==> src/rtl/hfe_pkg.sv <==
// hfe_pkg: shared types and constants of the HDLC frame encoder.
// No dependencies; imported by hfe_front, hfe_back and the top level.
`timescale 1ns / 1ps

package hfe_pkg;

  localparam int unsigned QUEUE_DEPTH = 2;

  localparam logic [7:0]  HDLC_FLAG = 8'h7E;
  localparam logic [15:0] CRC_POLY  = 16'h1021;
  localparam logic [15:0] CRC_SEED  = 16'hFFFF;
  localparam logic [5:0]  EMIT_CAP  = 6'd48;

  // One queued request: message byte plus its classification.
  typedef struct packed {
    logic [7:0] data;
    logic       last;
    logic       first;
  } hfe_item_t;

  typedef enum logic [2:0] {
    S_IDLE,
    S_FLAG_OPEN,
    S_DATA,
    S_CRC,
    S_STUFF,
    S_FLAG_CLOSE,
    S_PAD
  } hfe_state_e;

endpackage

==> src/rtl/hdlc_frame_encoder_core.sv <==
// hdlc_frame_encoder_core: top level of the HDLC framer (flag, CRC-16,
// zero stuffing, pad). Depends on hfe_pkg, hfe_front and hfe_back.
//
//   channel   direction  handshake         payload
//   input     in         push / full       data_byte_i, last_byte_i
//   result    out        empty / pop       out_bit_o, frame_end_o
//
// The sequencer sends one frame bit per cycle while the result is not stalled: a
// mid-frame byte sends its 8 data bits plus one per stuffed zero; a first byte adds 8
// flag bits; a last byte adds 16 CRC bits, stuffed zeros, 8 flag bits and the pad.
// An idle sequencer loads a byte as soon as the queue holds one; bits past the 48th drop.
// Reset clears queue and sequencer; a stalled result holds and the sequencer
// waits, while the queue keeps taking bytes until full.
`timescale 1ns / 1ps

module hdlc_frame_encoder_core import hfe_pkg::*; #(
  parameter int unsigned QueueDepth = QUEUE_DEPTH
) (
  input  logic       clk_i,
  input  logic       rst_ni,
  input  logic       push,
  output logic       full,
  input  logic [7:0] data_byte_i,
  input  logic       last_byte_i,
  output logic       empty,
  input  logic       pop,
  output logic       out_bit_o,
  output logic       frame_end_o
);

  hfe_item_t item;
  logic      item_valid;
  logic      item_take;
  logic      back_idle;

  hfe_front #(
    .QueueDepth(QueueDepth)
  ) u_front (
    .clk_i       (clk_i),
    .rst_ni      (rst_ni),
    .push        (push),
    .full        (full),
    .data_byte_i (data_byte_i),
    .last_byte_i (last_byte_i),
    .item_o      (item),
    .item_valid_o(item_valid),
    .item_take_i (item_take)
  );

  hfe_back u_back (
    .clk_i       (clk_i),
    .rst_ni      (rst_ni),
    .item_i      (item),
    .item_valid_i(item_valid),
    .item_take_o (item_take),
    .back_idle_o (back_idle),
    .empty       (empty),
    .pop         (pop),
    .out_bit_o   (out_bit_o),
    .frame_end_o (frame_end_o)
  );

`ifndef SYNTH
  // the frame always ends on a zero: last flag bit or a pad bit
  a_end_is_zero: assert property (@(posedge clk_i) disable iff (!rst_ni)
    (!empty && frame_end_o) |-> !out_bit_o)
    else $error("frame end on a one bit");

  a_idle_starts: assert property (@(posedge clk_i) disable iff (!rst_ni)
    (back_idle && item_valid) |=> !back_idle)
    else $error("sequencer ignored a queued request");

  a_idle_holds: assert property (@(posedge clk_i) disable iff (!rst_ni)
    (back_idle && !item_valid) |=> back_idle)
    else $error("sequencer started without a request");
`endif

endmodule

==> src/rtl/hfe_front.sv <==
// hfe_front: accepts message bytes, marks the first byte of each frame and
// queues them for the bit sequencer. Depends on hfe_pkg.
`timescale 1ns / 1ps

module hfe_front import hfe_pkg::*; #(
  parameter int unsigned QueueDepth = QUEUE_DEPTH
) (
  input  logic       clk_i,
  input  logic       rst_ni,
  input  logic       push,
  output logic       full,
  input  logic [7:0] data_byte_i,
  input  logic       last_byte_i,
  output hfe_item_t  item_o,
  output logic       item_valid_o,
  input  logic       item_take_i
);

  localparam int unsigned PtrW = (QueueDepth > 1) ? $clog2(QueueDepth) : 1;
  localparam int unsigned CntW = $clog2(QueueDepth + 1);

  hfe_item_t            slot_q [QueueDepth];
  logic [PtrW-1:0]      wr_ptr_q, wr_ptr_d;
  logic [PtrW-1:0]      rd_ptr_q, rd_ptr_d;
  logic [CntW-1:0]      cnt_q, cnt_d;
  logic                 in_frame_q, in_frame_d;
  logic                 push_acc, take;
  hfe_item_t            wr_item;

  assign full         = (cnt_q == CntW'(QueueDepth));
  assign item_valid_o = (cnt_q != '0);
  assign item_o       = slot_q[rd_ptr_q];
  assign push_acc     = push & ~full;
  assign take         = item_take_i & item_valid_o;

  always_comb begin
    wr_item.data  = data_byte_i;
    wr_item.last  = last_byte_i;
    wr_item.first = ~in_frame_q;

    wr_ptr_d   = wr_ptr_q;
    rd_ptr_d   = rd_ptr_q;
    cnt_d      = cnt_q;
    in_frame_d = in_frame_q;
    if (push_acc) begin
      wr_ptr_d   = (wr_ptr_q == PtrW'(QueueDepth - 1)) ? '0 : wr_ptr_q + 1'b1;
      // a last byte closes the frame; the next byte opens a new one
      in_frame_d = ~last_byte_i;
    end
    if (take) begin
      rd_ptr_d = (rd_ptr_q == PtrW'(QueueDepth - 1)) ? '0 : rd_ptr_q + 1'b1;
    end
    case ({push_acc, take})
      2'b10:   cnt_d = cnt_q + 1'b1;
      2'b01:   cnt_d = cnt_q - 1'b1;
      default: cnt_d = cnt_q;
    endcase
  end

  always_ff @(posedge clk_i or negedge rst_ni) begin
    if (!rst_ni) begin
      wr_ptr_q   <= '0;
      rd_ptr_q   <= '0;
      cnt_q      <= '0;
      in_frame_q <= 1'b0;
    end else begin
      wr_ptr_q   <= wr_ptr_d;
      rd_ptr_q   <= rd_ptr_d;
      cnt_q      <= cnt_d;
      in_frame_q <= in_frame_d;
    end
  end

  always_ff @(posedge clk_i) begin
    if (push_acc) begin
      slot_q[wr_ptr_q] <= wr_item;
    end
  end

endmodule

==> src/rtl/hfe_back.sv <==
// hfe_back: bit sequencer; sends flags, data, CRC, stuffed zeros and pad one
// bit per cycle into the output register while it is not stalled. Depends on hfe_pkg.
`timescale 1ns / 1ps

module hfe_back import hfe_pkg::*; (
  input  logic      clk_i,
  input  logic      rst_ni,
  input  hfe_item_t item_i,
  input  logic      item_valid_i,
  output logic      item_take_o,
  output logic      back_idle_o,
  output logic      empty,
  input  logic      pop,
  output logic      out_bit_o,
  output logic      frame_end_o
);

  hfe_state_e  state_q, state_d;
  hfe_state_e  ret_state_q, ret_state_d;
  logic [3:0]  idx_q, idx_d;
  logic [3:0]  ret_idx_q, ret_idx_d;
  logic        ret_done_q, ret_done_d;
  logic [15:0] crc_q, crc_d;
  logic [2:0]  ones_q, ones_d;
  logic [2:0]  phase_q, phase_d;
  logic [5:0]  cnt_q, cnt_d;
  logic [7:0]  byte_q, byte_d;
  logic        last_q, last_d;
  logic        out_valid_q, out_valid_d;
  logic        out_bit_q, out_bit_d;
  logic        out_end_q, out_end_d;

  logic        capped, advance, emit, item_done, load;
  logic        sbit, send, stuffed, need_stuff, fb;
  hfe_state_e  cont_state;
  logic [3:0]  cont_idx;
  logic        cont_done;
  logic [2:0]  pad_len;

  assign capped      = (cnt_q == EMIT_CAP);
  assign advance     = (state_q != S_IDLE) && (capped || !out_valid_q || pop);
  assign emit        = advance && !capped;
  assign pad_len     = 3'd0 - phase_q;
  assign empty       = ~out_valid_q;
  assign out_bit_o   = out_bit_q;
  assign frame_end_o = out_end_q;
  assign back_idle_o = (state_q == S_IDLE);
  assign item_take_o = load;

  always_comb begin
    state_d     = state_q;
    ret_state_d = ret_state_q;
    idx_d       = idx_q;
    ret_idx_d   = ret_idx_q;
    ret_done_d  = ret_done_q;
    crc_d       = crc_q;
    ones_d      = ones_q;
    phase_d     = phase_q;
    cnt_d       = cnt_q;
    byte_d      = byte_q;
    last_d      = last_q;
    sbit        = 1'b0;
    send        = 1'b0;
    stuffed     = 1'b0;
    need_stuff  = 1'b0;
    item_done   = 1'b0;
    cont_state  = state_q;
    cont_idx    = idx_q;
    cont_done   = 1'b0;
    fb          = crc_q[15] ^ byte_q[idx_q[2:0]];

    if (advance) begin
      unique case (state_q)
        S_FLAG_OPEN: begin
          sbit = HDLC_FLAG[3'd7 - idx_q[2:0]];
          if (idx_q == 4'd7) begin
            state_d = S_DATA;
            idx_d   = '0;
          end else begin
            idx_d = idx_q + 1'b1;
          end
        end
        S_DATA: begin
          sbit    = byte_q[idx_q[2:0]];
          stuffed = 1'b1;
          crc_d   = {crc_q[14:0], 1'b0} ^ (fb ? CRC_POLY : 16'h0000);
          if (idx_q == 4'd7) begin
            cont_idx = '0;
            if (last_q) begin
              cont_state = S_CRC;
            end else begin
              cont_done = 1'b1;
            end
          end else begin
            cont_idx = idx_q + 1'b1;
          end
        end
        S_CRC: begin
          sbit    = ~crc_q[15];
          stuffed = 1'b1;
          crc_d   = {crc_q[14:0], 1'b0};
          if (idx_q == 4'd15) begin
            cont_state = S_FLAG_CLOSE;
            cont_idx   = '0;
          end else begin
            cont_idx = idx_q + 1'b1;
          end
        end
        S_STUFF: begin
          sbit    = 1'b0;
          phase_d = phase_q + 1'b1;
          if (ret_done_q) begin
            item_done = 1'b1;
          end else begin
            state_d = ret_state_q;
            idx_d   = ret_idx_q;
          end
        end
        S_FLAG_CLOSE: begin
          sbit = HDLC_FLAG[3'd7 - idx_q[2:0]];
          if (idx_q == 4'd7) begin
            idx_d = '0;
            if (phase_q == 3'd0) begin
              send      = 1'b1;
              item_done = 1'b1;
            end else begin
              state_d = S_PAD;
            end
          end else begin
            idx_d = idx_q + 1'b1;
          end
        end
        S_PAD: begin
          sbit = 1'b0;
          if (idx_q[2:0] == pad_len - 3'd1) begin
            send      = 1'b1;
            item_done = 1'b1;
          end else begin
            idx_d = idx_q + 1'b1;
          end
        end
        default: begin
          sbit = 1'b0;
        end
      endcase

      // zero stuffing over data and CRC bits
      if (stuffed) begin
        phase_d = phase_q + 1'b1;
        if (sbit) begin
          if (ones_q >= 3'd4) begin
            need_stuff = 1'b1;
            ones_d     = '0;
          end else begin
            ones_d = ones_q + 1'b1;
          end
        end else begin
          ones_d = '0;
        end
        if (need_stuff) begin
          state_d     = S_STUFF;
          ret_state_d = cont_state;
          ret_idx_d   = cont_idx;
          ret_done_d  = cont_done;
        end else if (cont_done) begin
          item_done = 1'b1;
        end else begin
          state_d = cont_state;
          idx_d   = cont_idx;
        end
      end

      if (emit) begin
        cnt_d = cnt_q + 1'b1;
      end
      if (item_done) begin
        state_d = S_IDLE;
      end
    end

    // take the next request in the cycle the current one finishes
    load = ((state_q == S_IDLE) || item_done) && item_valid_i;
    if (load) begin
      state_d = item_i.first ? S_FLAG_OPEN : S_DATA;
      idx_d   = '0;
      cnt_d   = '0;
      byte_d  = item_i.data;
      last_d  = item_i.last;
      if (item_i.first) begin
        crc_d   = CRC_SEED;
        ones_d  = '0;
        phase_d = '0;
      end
    end

    out_valid_d = (out_valid_q & ~pop) | emit;
    out_bit_d   = emit ? sbit : out_bit_q;
    out_end_d   = emit ? send : out_end_q;
  end

  always_ff @(posedge clk_i or negedge rst_ni) begin
    if (!rst_ni) begin
      state_q     <= S_IDLE;
      ret_state_q <= S_IDLE;
      ret_done_q  <= 1'b0;
      idx_q       <= '0;
      ret_idx_q   <= '0;
      crc_q       <= CRC_SEED;
      ones_q      <= '0;
      phase_q     <= '0;
      cnt_q       <= '0;
      out_valid_q <= 1'b0;
    end else begin
      state_q     <= state_d;
      ret_state_q <= ret_state_d;
      ret_done_q  <= ret_done_d;
      idx_q       <= idx_d;
      ret_idx_q   <= ret_idx_d;
      crc_q       <= crc_d;
      ones_q      <= ones_d;
      phase_q     <= phase_d;
      cnt_q       <= cnt_d;
      out_valid_q <= out_valid_d;
    end
  end

  always_ff @(posedge clk_i) begin
    byte_q    <= byte_d;
    last_q    <= last_d;
    out_bit_q <= out_bit_d;
    out_end_q <= out_end_d;
  end

endmodule
==> config.mk <==
export PLATFORM = sky130hd
export DESIGN_NAME = hdlc_frame_encoder_core
export DESIGN_NICKNAME = d
export VERILOG_FILES = /design/src/rtl/hfe_pkg.sv /design/src/rtl/hdlc_frame_encoder_core.sv /design/src/rtl/hfe_front.sv /design/src/rtl/hfe_back.sv
export SDC_FILE = /design/constraint.sdc
export NUM_CORES = 1
export LEC_CHECK = 0
export BUFFER_PORTS_ARGS = -buffer_cell sky130_fd_sc_hd__buf_4
export CORE_AREA = 2 2 101 103
export CTS_CLUSTER_SIZE = 12
export DETAILED_ROUTE_END_ITERATION = 10
export DIE_AREA = 0 0 103 105
export PLACE_DENSITY = 0.72
export SYNTH_ARGS = -nofsm -noshare
export SYNTH_HDL_FRONTEND = slang
export SYNTH_SLANG_ARGS = --single-unit
==> constraint.sdc <==
create_clock -name clk_i -period 2.58 [get_ports clk_i]
set_clock_uncertainty 0.1 [all_clocks]
set_input_delay 0.129 -clock clk_i [delete_from_list [all_inputs] [get_ports clk_i]]
set_output_delay 0.129 -clock clk_i [all_outputs]
set_load 0.005 [all_outputs]
==> results by group <==
Setup path
  • CP required: 2.77 ns
  • Maximum fanout along the worst path: 8
  • Crit-path cells: buf_4 -> nor2b_1 -> a2bb2oi_2 -> nand4_1 -> nand2b_1 -> a31oi_4 -> ha_1 -> xnor2_1 -> nor2_1 -> xnor2_1
  • CP max stage cell: dfrtp_1
  • Crit end category: flip-flop
  • CP bufs+invs: 1
  • Crit-path max cell delay: 0.51 ns
  • Crit start category: flip-flop
  • Cell family with most CP delay: simple AND/OR/NAND/NOR gates
  • Crit path DAT: 2.60 ns
  • Setup CP Type: reg2reg
  • Most used cell, CP: xnor2_1

Pwr
  • Power Total: 5.63 mW
  • VDD IR max: 0.691 mV
  • Power density cells: 1140 nW/um^2
  • Pleak: 2.05 nW

Placed design
  • Number of I/O port buffers: 16
  • DP Area: 4630 um^2
  • Placed cell count: 552
  • Worst slack at placement: 0.184 ns
  • Hpwl dp: 6290 um
  • Final GP Congestion: 0.948

Synthesis
  • Mapped cell area: 4260 um^2
  • #FFs+latches synth: 80
  • EDFF count, synth: 31
  • Post-Synth Adder-Cell Area: 2.94%
  • Synth Instances: 398
  • Mux contribution to synthesized area: 6.72%
  • Top cells by area, synth: edfxtp_1 22%, dfrtp_1 19%, dfstp_2 9.9%
  • Post-Synth Simple-Gate Area: 16.1%
  • Largest family of logic cells by synthesized area: simple AND/OR/NAND/NOR gates
  • Synth area leader: edfxtp_1
  • FFs w/ async S/R, synth: 61.3%
  • Post-synth cell types: 69
  • Most used DFF post-synth: dfrtp_1
  • Synth Area in Compound Gates: 14.5%
  • Seq/Total Area, Yosys: 51.1%
  • YS warnings: 0
  • Post-Syn Area per Cell: 10.7 um^2
  • Syn Nets: 421
  • Xor-xnor portion of the synthesized cell area: 4.11%
  • Yosys top cell area share: 21.8%

Floorplan
  • # IOs: 17
  • Starting Density: 44.2%
  • Die H: 105 um
  • Die area: 10,800 um^2
  • Die extent in x: 103 um
  • Core Rows: 36
  • Core area: 9640 um^2

Routing
  • DRT iter0 DRCs: 262
  • WL/cell: 15.5 um
  • Final ANT Viol Nets: 0
  • Vias per cell: 5.53
  • Vias: 3,201
  • Drc violations: 0
  • Pre-antenna DRT Iters: 4
  • Final wirelength: 8960 um

Finish
  • # fillers: 869
  • Post-Layout Inst Area: 4920 um^2
  • Area grow syn2layout: 15.5%
  • Final net count: 464
  • # diodes: 0
  • Share of cells above drive strength 1: 25.3%
  • Utilization after layout: 51.1%
  • Final instance count without filler cells: 579

Global routing
  • Initial antenna violation count: 0
  • First-pass GRT wire length: 15,100 um
  • Vias in the first global route: 3,151
  • GRT overflow: 0
  • Largest net degree at the start of global routing: 50
  • GRT Resource Usage Total: 18.1%

STA
  • TNS Setup: 0 ns
  • Final setup violation count: 0
  • Final min period: 2.41 ns
  • Unrepaired setup endpoints after global routing: no
  • Slew Viols, Final: 0
  • Max-slew headroom: 59.0%
  • Hold WS: 0.117 ns
  • Hold Fails Final Rpt: 0
  • Final Worst Setup Slack: 0.168 ns
  • Max Clk Rate: 0.415 GHz
  • Worst slew pin tran: 0.616 ns
  • Final Cycle Share: 93.5%

CTS
  • Cts bufs inserted: 9
  • Root buffer cell: clkbuf_8
  • Clk Latency, worst-skew pair: 0.36 ns
  • Clock Tree Buf Depth: 2
  • CTS H-tree depth: 3
  • Clock Pin Slew Worst Setup and Hold Paths: 0.09 ns
  • CTS tree: built
  • Setup bufs post-CTS: 0
  • CTS Sinks: 80

Job
  • Max Cap Viol: 0

Status
  • Outcome: finished, final reports clean

Hold path
  • Worst min path class: in2reg
[placed cells by master (no fill, tap or decap), types with 2 or more instances in the layout]
| cell type | netlist | layout |
|---|---|---|
| a2111oi_2 | 2 | 2 |
| a211o_1 | 2 | 2 |
| a21o_1 | 2 | 2 |
| a21oi_1 | 17 | 17 |
| a22oi_1 | 2 | 2 |
| a31oi_1 | 9 | 9 |
| and2_1 | 2 | 2 |
| and3_1 | 2 | 2 |
| buf_4 | 1 | 43 |
| clkbuf_8 | 0 | 10 |
| dfrtp_1 | 33 | 32 |
| dfstp_2 | 16 | 16 |
| dlygate4sd3_1 | 0 | 11 |
| edfxtp_1 | 31 | 31 |
| ha_1 | 10 | 9 |
| inv_1 | 18 | 18 |
| inv_6 | 0 | 5 |
| mux2_2 | 17 | 17 |
| mux2i_1 | 8 | 8 |
| nand2_1 | 55 | 55 |
| nand2b_1 | 7 | 7 |
| nand3_1 | 17 | 17 |
| nand3b_1 | 2 | 2 |
| nand4_1 | 4 | 4 |
| nand4b_1 | 2 | 2 |
| nor2_1 | 31 | 31 |
| nor2b_1 | 4 | 4 |
| nor3_1 | 5 | 5 |
| o2111ai_1 | 2 | 2 |
| o211ai_1 | 2 | 2 |
| o21ai_0 | 13 | 13 |
| o22ai_1 | 4 | 4 |
| or3_1 | 3 | 3 |
| xnor2_1 | 10 | 10 |
| xor2_1 | 10 | 10 |
[cells in the mapped netlist (all sizes together), types with 5 or more instances]
cell type  number
nand2b          7
nor2           31
edfxtp         31
xnor2          10
dfstp          16
inv            18
a21oi          17
mux2i           8
mux2           18
dfrtp          33
ha             10
xor2           10
nor3            5
nand3          18
o21ai          15
nand2          55
clkbuf          8
a31oi          10
buf            14
[final cells by class]
| class | count | area (um^2) | area share [%] |
|---|---|---|---|
| clock buffer | 10 | 138 | 2.79 |
| clock inverter | 6 | 48.8 | 0.991 |
| inverter | 18 | 67.6 | 1.37 |
| multi-input combinational | 278 | 1890 | 38.4 |
| sequential | 80 | 2180 | 44.2 |
| tap | 133 | 166 | 3.38 |
| timing repair buffer | 54 | 433 | 8.79 |
[worst register-to-register path: cells and delay by family (launching register included)]
| kind | cells | cell delay (ns) |
|---|---|---|
| AOI/OAI and AO/OA | 2 | 0.38 |
| xor gates and xnor gates | 2 | 0.25 |
| adders and majority gates | 1 | 0.24 |
| buffers and inverters | 1 | 0.22 |
| DFF | 1 | 0.51 |
| and+or+nand+nor | 4 | 0.63 |
[state kept, by name, indices dropped and copies added (netlist names), 2 cells and up]
signal	flops
u_front.cnt_q	2
u_back.ret_idx_q	4
u_back.state_q	3
u_back.ret_state_q	3
u_back.phase_q	3
u_back.ones_q	3
u_back.crc_q	16
u_back.cnt_q	6
u_front.slot_q	20
u_back.byte_q	8
u_back.idx_q	4
[logic make-up (layout without fill, tap and decap cells)]
family | after synthesis | count (layout)
DFF | 80 | 80
muxes | 26 | 26
adders and majority gates | 10 | 10
xor gates and xnor gates | 20 | 20
AOI/OAI and AO/OA | 80 | 80
buffers and inverters | 40 | 88
and+or+nand+nor | 142 | 142
[final timing paths]
path	from	end	slack [ns]	cells after the start
setup / recovery	u_back.idx_q[1]	u_front.cnt_q[1]	0.17	10
min in group asynchronous	rst_ni	u_back.cnt_q[0]	0.21	2
hold / removal	push	u_front.wr_ptr_q	0.12	3
max in group asynchronous	rst_ni	u_back.ones_q[0]	1.73	2
hold reg to reg	u_back.crc_q[3]	u_back.crc_q[3]	0.38	2
setup reg to reg	u_back.idx_q[1]	u_front.cnt_q[1]	0.17	10
[repair_timing]
item,CTS,global route
gates resized for setup,0,1
setup endpoints to repair,0,7
hold buffers,11,0
endpoints found under the hold margin,53,0
[layer usage]
metal / wire length (um) / global-route usage, % / part of all wire (%)
met5: 0 / 0 / 0
met4: 195 / 7.71 / 2.2
met3: 462 / 3.68 / 5.2
met2: 4350 / 28.4 / 49
met1: 3950 / 24.0 / 44
[report_power, final]
part | switching (mW) | internal [mW] | total [mW]
sequential | 0.317 | 1.90 | 2.22
combinational | 1.47 | 1.07 | 2.54
clock | 0.478 | 0.391 | 0.869
No activity file was read; power rests on OpenSTA's default activity.
